### src/design/gbia_pkg.sv
package gbia_pkg;

   // Default sizes
   localparam int MaxGroupsDefault = 16;
   localparam int GroupBitsDefault = 8192;
   localparam int WordBitsDefault  = 64;

   // Field widths
   localparam int IdW     = 18;
   localparam int PerW    = 14;
   localparam int GrpCntW = 5;
   localparam int KindW   = 2;
   localparam int StatW   = 2;
   localparam int CsrIdxW = 2;
   localparam int CsrDatW = 18;

   // Item kinds
   localparam logic [KindW-1:0] KIND_ALLOC = 2'd0;
   localparam logic [KindW-1:0] KIND_FREE  = 2'd1;
   localparam logic [KindW-1:0] KIND_QUERY = 2'd2;
   localparam logic [KindW-1:0] KIND_MARK  = 2'd3;

   // Result status codes
   localparam logic [StatW-1:0] STAT_OK    = 2'd0;
   localparam logic [StatW-1:0] STAT_RANGE = 2'd1;
   localparam logic [StatW-1:0] STAT_FULL  = 2'd2;

   // Register indexes
   localparam logic [CsrIdxW-1:0] CSR_TOTAL = 2'd0;
   localparam logic [CsrIdxW-1:0] CSR_PER   = 2'd1;
   localparam logic [CsrIdxW-1:0] CSR_GRPS  = 2'd2;

   // Controller to datapath commands
   typedef struct packed {
      logic latch_req;   // capture request, start division setup
      logic div_step;    // one restoring division step
      logic scan_init;   // reset scan position
      logic scan_issue;  // issue read for current scan word
      logic scan_eval;   // check returned word, advance
      logic rd_issue;    // read word for free/query/mark
      logic modify;      // write modified word, update count (query only samples the bit)
      logic grant;       // write allocated word, update count
      logic respond;     // drive result strobe
   } ctl_cmd_type;

   // Datapath to controller status
   typedef struct packed {
      logic       div_done;
      logic       range_err;   // per==0, id==0, id>total
      logic       grp_err;     // quotient at or beyond group count
      logic       per_zero;
      logic       hit;         // scanned word has a clear bit in range
      logic       scan_end;    // last word of scan evaluated
      logic       clr_done;
      logic [1:0] kind;
   } dp_stat_type;

endpackage

### src/design/gbia_ctrl.sv
module gbia_ctrl (
   input  logic                  clock,
   input  logic                  reset,
   input  logic                  start,
   output logic                  busy,
   input  gbia_pkg::dp_stat_type st,
   output gbia_pkg::ctl_cmd_type cmd
);
   localparam logic [3:0] S_CLEAR = 4'd0;
   localparam logic [3:0] S_IDLE  = 4'd1;
   localparam logic [3:0] S_DIV   = 4'd2;
   localparam logic [3:0] S_CHK   = 4'd3;
   localparam logic [3:0] S_RD    = 4'd4;
   localparam logic [3:0] S_RDW   = 4'd5;
   localparam logic [3:0] S_MOD   = 4'd6;
   localparam logic [3:0] S_SINIT = 4'd7;
   localparam logic [3:0] S_SISS  = 4'd8;
   localparam logic [3:0] S_SWAIT = 4'd9;
   localparam logic [3:0] S_SEVAL = 4'd10;
   localparam logic [3:0] S_GRANT = 4'd11;
   localparam logic [3:0] S_RESP  = 4'd12;

   logic [3:0] state_ff, state_in;

   always_ff @(posedge clock) begin
      if (reset) begin
         state_ff <= S_CLEAR;
      end else begin
         state_ff <= state_in;
      end
   end

   assign busy = (state_ff != S_IDLE);

   // Next state and commands
   always_comb begin
      state_in = state_ff;
      cmd      = '0;
      unique case (state_ff)
         S_CLEAR: begin
            if (st.clr_done) begin
               state_in = S_IDLE;
            end
         end
         S_IDLE: begin
            if (start) begin
               cmd.latch_req = 1'b1;
               state_in      = S_DIV;
            end
         end
         S_DIV: begin
            if (st.kind == gbia_pkg::KIND_ALLOC) begin
               state_in = S_SINIT;
            end else if (st.div_done) begin
               state_in = S_CHK;
            end else begin
               cmd.div_step = 1'b1;
            end
         end
         S_CHK: begin
            if (st.range_err || st.grp_err) begin
               state_in = S_RESP;
            end else begin
               state_in = S_RD;
            end
         end
         S_RD: begin
            cmd.rd_issue = 1'b1;
            state_in     = S_RDW;
         end
         S_RDW: begin
            // hold the target address so the word stays on the read port
            cmd.rd_issue = 1'b1;
            state_in     = S_MOD;
         end
         S_MOD: begin
            cmd.modify = 1'b1;
            state_in   = S_RESP;
         end
         S_SINIT: begin
            cmd.scan_init = 1'b1;
            if (st.per_zero) begin
               state_in = S_RESP;
            end else begin
               state_in = S_SISS;
            end
         end
         S_SISS: begin
            cmd.scan_issue = 1'b1;
            state_in       = S_SWAIT;
         end
         S_SWAIT: begin
            state_in = S_SEVAL;
         end
         S_SEVAL: begin
            cmd.scan_eval = 1'b1;
            if (st.hit) begin
               state_in = S_GRANT;
            end else if (st.scan_end) begin
               state_in = S_RESP;
            end else begin
               state_in = S_SISS;
            end
         end
         S_GRANT: begin
            cmd.grant = 1'b1;
            state_in  = S_RESP;
         end
         S_RESP: begin
            cmd.respond = 1'b1;
            state_in    = S_IDLE;
         end
         default: begin
            state_in = S_CLEAR;
         end
      endcase
   end
endmodule

### config.mk
export PLATFORM = sky130hd
export DESIGN_NAME = gbia_ctrl
export DESIGN_NICKNAME = d
export VERILOG_FILES = /design/src/design/gbia_pkg.sv /design/src/design/gbia_ctrl.sv
export SDC_FILE = /design/constraint.sdc
export NUM_CORES = 1
export LEC_CHECK = 0
export BUFFER_PORTS_ARGS = -buffer_cell sky130_fd_sc_hd__buf_2
export CORE_AREA = 3 3 40 42
export CTS_CLUSTER_DIAMETER = 120
export DETAILED_ROUTE_END_ITERATION = 10
export DIE_AREA = 0 0 43 45
export SLEW_MARGIN = 20
export SYNTH_ARGS = -nofsm -noshare
export SYNTH_HDL_FRONTEND = slang
export SYNTH_SLANG_ARGS = --single-unit
### constraint.sdc
create_clock -name clock -period 1.2 [get_ports clock]
set_input_delay 0.24 -clock clock [delete_from_list [all_inputs] [get_ports clock]]
set_output_delay 0.24 -clock clock [all_outputs]
set_load 0.03 [all_outputs]
==> results.py, run 1 <==
metrics = {
    "routing": {
        "drtAntennaViolNets": 0,
        "wl_per_cell_um": 14.2,
        "drt_pass1_iterations": 4,
        "via_count": 520,
        "via_per_inst": 5.05,
        "drc": 0,
        "wl_um": 1460,
        "dr.first_iter.drc_count": 4,
    },
    "yosys": {
        "avgSynthCellArea_sq_um": 7.58,
        "synth_edf_count": 0,
        "synth_top_area_share": 0.211,
        "synth_commonest_cells": "nor2_1, a21oi_1, dfxtp_1",
        "synth_largest_area_cell": "dfxtp_1",
        "ys_warn_count": 0,
        "yosysMostFrequentCell": "nor2_1",
        "netlist_instances": 50,
        "synthFlopType": "dfxtp_1",
        "syn_nets": 62,
        "synth_cell_types": 28,
        "ys_ff_latch": 4,
        "ys_seq_area_frac": 0.211,
        "synth_area_sq_um": 379,
        "async_reset_ff_frac": 0,
        "synth_area_leaders": "dfxtp_1, nor2_1, a21oi_1, buf_2, nor3_1",
    },
    "timing": {
        "fin_ws_ns": -0.496,
        "setup_violations": 13,
        "maxSlewHeadroom": 0.849,
        "skew_ns": 0.00505,
        "fin_crit_sh": 1.41,
        "slew_violations": 0,
        "worst_slew_pin_slew_ns": 0.226,
        "timing.fmax_mhz": 589,
        "holdWs_ns": 0.250,
        "final.setup.tns_ns": -3.80,
        "rsz0062_at_grt": "true",
        "hold_viol": 0,
        "period_needed_ns": 1.70,
    },
    "placement": {
        "dpl_cell_area_sq_um": 584,
        "port_buffers": 21,
        "post-place-ws_ns": -0.346,
        "dp.cells": 90,
        "globalplace.congestion": 0.721,
        "dp_hpwl_um": 797,
    },
    "clock_tree": {
        "htree_levels": 1,
        "cts.sinks": 4,
        "clock_latency_ns": 0.24,
        "ctsRootBufferMaster": "clkbuf_4",
        "cts_tree": "done",
        "cts_buffers": 3,
        "clkTransAtPathRegs_ns": 0.03,
        "clock_path_buffers": 2,
    },
    "pwr": {
        "p_total_mw": 1.88,
        "p_per_area_mw_per_mm2": 2230,
        "p_leak_nw": 0.369,
        "peakVddDrop_v": 0.00119,
    },
    "setup_path": {
        "cp.required_ns": 0.96,
        "start_kind": "flop",
        "end_kind": "output port",
        "critPathKind": "reg2out",
        "r2r-start": "state_ff[2]$_SDFFE_PP0P_",
        "crit_start": "state_ff[2]$_SDFFE_PP0P_",
        "cp_max_fo": 3,
        "worstPathArrival_ns": 1.46,
    },
    "layout": {
        "fin_area_sq_um": 846,
        "layout.cells.non_filler": 103,
        "layout-drive-gt1-share": 0.784,
        "nets": 102,
        "diodes": 0,
        "largest_reg_flops": 4,
        "regMostFlops": "state_ff",
        "utilization": 0.658,
        "top_regs": "state_ff: 4 flops",
        "areaGrowthSynthToFinish_pct": 123,
    },
    "run": {
        "max_cap_viol_count": 0,
    },
    "floorplan": {
        "die_h_um": 45,
        "start_util": 0.295,
        "die_x_um": 43,
        "core-area_sq_mm": 0.00128,
        "num_rows": 13,
        "io-pin-count": 22,
        "dieArea_sq_mm": 0.00194,
    },
    "outcome": {
        "violations": "setup timing",
        "status": "complete, but fails checks",
    },
    "min_path": {
        "min-delay-start": "reset",
        "hold_class": "in2reg",
    },
    "global_routing": {
        "grt_max_degree": 9,
        "antenna_found_initial": 0,
        "grt_usage": 0.166,
        "grt_pass1_vias": 492,
        "grt-ovfl-total": 0,
        "grt_first_pass_wirelength_um": 2300,
    },
}
[path summary, 6_finish.rpt]
kind / endpoint / slack, ns / cells after the start
worst max-delay path: cmd[7] / -0.50 / 4
worst min-delay path: state_ff[2]$_SDFFE_PP0P_ / 0.25 / 2
worst max register to register: state_ff[0]$_SDFFE_PP0P_ / -0.28 / 4
worst min register to register: state_ff[2]$_SDFFE_PP0P_ / 0.69 / 3
[metal layers]
metal  track usage  part of all wire  wire, um
met1         0.193              0.40       588
met2         0.299              0.54       795
met3        0.0518             0.045        66
met4        0.0361            0.0062         9
met5             0                 0         0
[where the power goes]
group,switching [mW],internal (mW)
Combinational,0.692,0.758
Sequential,0.0630,0.205
Clock,0.0539,0.112
[layout by cell type, fill, tap and decap left out, types with 2 or more instances in the layout]
cell,n
buf_6,15
buf_4,13
buf_2,11
nor2_4,6
a21oi_1,3
clkbuf_4,3
dfxtp_2,3
nand2b_4,2
nand3b_1,2
o21a_1,2
[what timing repair did]
action / 4_1_cts / 5_1_grt
pin swaps: 2 / 5
hold buffers: 0 / 0
buffers inserted: 8 / 6
resized for setup: 46 / 4
endpoints found under the setup margin: 13 / 14
[kinds of logic (layout without fill, tap and decap cells)]
kind of cell,after synthesis,after routing,synth area share
simple gates,27,27,0.452
compound gates,13,13,0.248
buf+inv,6,44,0.0891
flops,4,4,0.211
[area by class of cell]
type                            count  area, sq um
Tap cell                           15         18.8
Inverter                            2         10.0
Clock buffer                        3         22.5
Sequential cell                     4         87.6
Timing Repair Buffer               39          322
Multi-Input combinational cell     40          385
Fill cell                         101          439
[worst max-delay path, cell delays in order (launching register included)]
cell,delay [ns]
dfxtp_2,0.31
or2_1,0.23
or4_4,0.50
inv_4,0.06
buf_6,0.12
(Power assumes the default switching activity.)
==> run 2, diff against run 1 <==
Settings changed: SETUP_SLACK_MARGIN from default to 0.5.
==> run 2 against run 1 <==
Compared with the run above:
- the run still ends with setup timing left
- global-route usage is 0.19 points lower
- die area did not move
- power up 7.1%
- clock power grew 3%
- cell area up 0.89%
==> results.py, run 2 (synthesis gave the netlist of run 1 again) <==
metrics = {
    "global_routing": {
        "grt_first_pass_wirelength_um": 2320,
        "grt_usage": 0.164,
        "grt_max_degree": 12,
        "grt_pass1_vias": 495,
        "antenna_found_initial": 0,
        "grt-ovfl-total": 0,
    },
    "layout": {
        "top_regs": "state_ff: 4 flops",
        "final_common_cell": "buf_6",
        "largest_reg_flops": 4,
        "final_cell_mix": "buf_6, buf_2, buf_4",
        "regMostFlops": "state_ff",
        "nFillCells": 105,
        "layout.cells.non_filler": 101,
        "layout-drive-gt1-share": 0.791,
        "areaGrowthSynthToFinish_pct": 125,
        "diodes": 0,
        "nets": 100,
    },
    "clock_tree": {
        "ctsHoldBuffers": 0,
        "htree_levels": 1,
        "cts_tree": "done",
        "clock_path_buffers": 2,
        "cts_buffers": 3,
        "clock_latency_ns": 0.24,
        "clkTransAtPathRegs_ns": 0.04,
        "ctsRootBufferMaster": "clkbuf_4",
        "cts.sinks": 4,
    },
    "routing": {
        "dr.first_iter.drc_count": 9,
        "wl_um": 1400,
        "via_count": 502,
        "drc": 0,
        "drt_pass1_iterations": 4,
        "via_per_inst": 4.97,
        "wl_per_cell_um": 13.9,
        "drtAntennaViolNets": 0,
    },
    "setup_path": {
        "critical_path.max_stage_delay_ns": 0.51,
        "worstPathArrival_ns": 1.48,
        "start_kind": "flop",
        "end_kind": "output port",
        "cp.required_ns": 0.96,
        "critPathKind": "reg2out",
        "cp_max_fo": 3,
        "critPathSlowestCell": "or4_4",
        "path_cells": "or2_1 > or4_4 > inv_4 > buf_6",
    },
    "pwr": {
        "p_per_area_mw_per_mm2": 2360,
        "peakVddDrop_v": 0.00109,
        "p_leak_nw": 0.364,
    },
    "timing": {
        "worst_slew_pin_slew_ns": 0.231,
        "setup_violations": 13,
        "timing.fmax_mhz": 582,
        "hold_viol": 0,
        "slew_violations": 0,
        "rsz0062_at_grt": "true",
        "fin_ws_ns": -0.518,
        "maxSlewHeadroom": 0.845,
        "skew_ns": 0.00533,
        "period_needed_ns": 1.72,
        "fin_crit_sh": 1.43,
    },
    "floorplan": {
        "start_util": 0.295,
        "io-pin-count": 22,
        "dieArea_sq_mm": 0.00194,
        "die_x_um": 43,
        "num_rows": 13,
        "die_h_um": 45,
        "core-area_sq_mm": 0.00128,
    },
    "run": {
        "max_cap_viol_count": 0,
    },
    "placement": {
        "port_buffers": 21,
        "dp_hpwl_um": 794,
        "globalplace.congestion": 0.686,
        "post-place-ws_ns": -0.319,
        "dp.cells": 88,
    },
    "outcome": {
        "status": "complete, but fails checks",
        "violations": "setup timing",
    },
    "min_path": {
        "hold_class": "in2reg",
    },
}
[run 2: worst max-delay path: cells and delay by family (launching register included)]
family	cells	cell delay, ns
buf+inv	2	0.19
flops	1	0.32
simple gates	2	0.73
[run 2: worst paths after layout]
path              slack [ns]                       end  depth (start not counted)                      from
setup / recovery       -0.52                    cmd[7]                          4  state_ff[3]$_SDFFE_PP0P_
hold / removal          0.24  state_ff[2]$_SDFFE_PP0P_                          2                     reset
setup reg to reg       -0.25  state_ff[1]$_SDFFE_PP0P_                          6  state_ff[1]$_SDFFE_PP0P_
hold reg to reg         0.72  state_ff[2]$_SDFFE_PP0P_                          3  state_ff[2]$_SDFFE_PP0P_
[run 2: timing repair]
action,4_1_cts,5_1_grt
endpoints found under the setup margin,14,14
buffers inserted,7,3
resized for setup,45,8
pin swaps,3,10
[run 2: area by class of cell]
| cell class | count | area [sq um] | share of cell area |
|---|---|---|---|
| well taps | 15 | 18.8 | 0.0220 |
| flip-flops and latches | 4 | 87.6 | 0.103 |
| repair buffers | 37 | 325 | 0.381 |
| clock buffers | 3 | 22.5 | 0.0264 |
| inverters | 2 | 10.0 | 0.0117 |
| multi-input cells | 40 | 389 | 0.456 |
[run 2: stage by stage]
stage          TNS, ns  hold WS (ns)  area [sq um]  power [mW]   util
2_1_floorplan   -0.957         0.309           439       0.906      -
6_report         -3.55         0.244           853        2.02  0.664
3_3_place_gp     -1.57         0.486           579        1.13  0.451
5_1_grt          -4.28         0.238           853        2.15  0.664
3_5_place_dp     -1.61         0.479           579        1.13  0.451
4_1_cts          -3.20         0.243           797        1.79  0.620
[run 2: per-layer routing]
metal  global-route usage  vias to the layer above  routed length, um
li1                     -                      254                  -
met3               0.0398                        0                 77
met1                0.200                      231                638
met5                    0                        -                  0
met2                0.275                       17                687
met4               0.0723                        0                  0
[run 2: power breakdown]
part           total, mW  internal, mW  switching (mW)
Clock              0.171         0.112          0.0585
Sequential         0.258         0.204          0.0537
Combinational       1.59         0.847           0.743
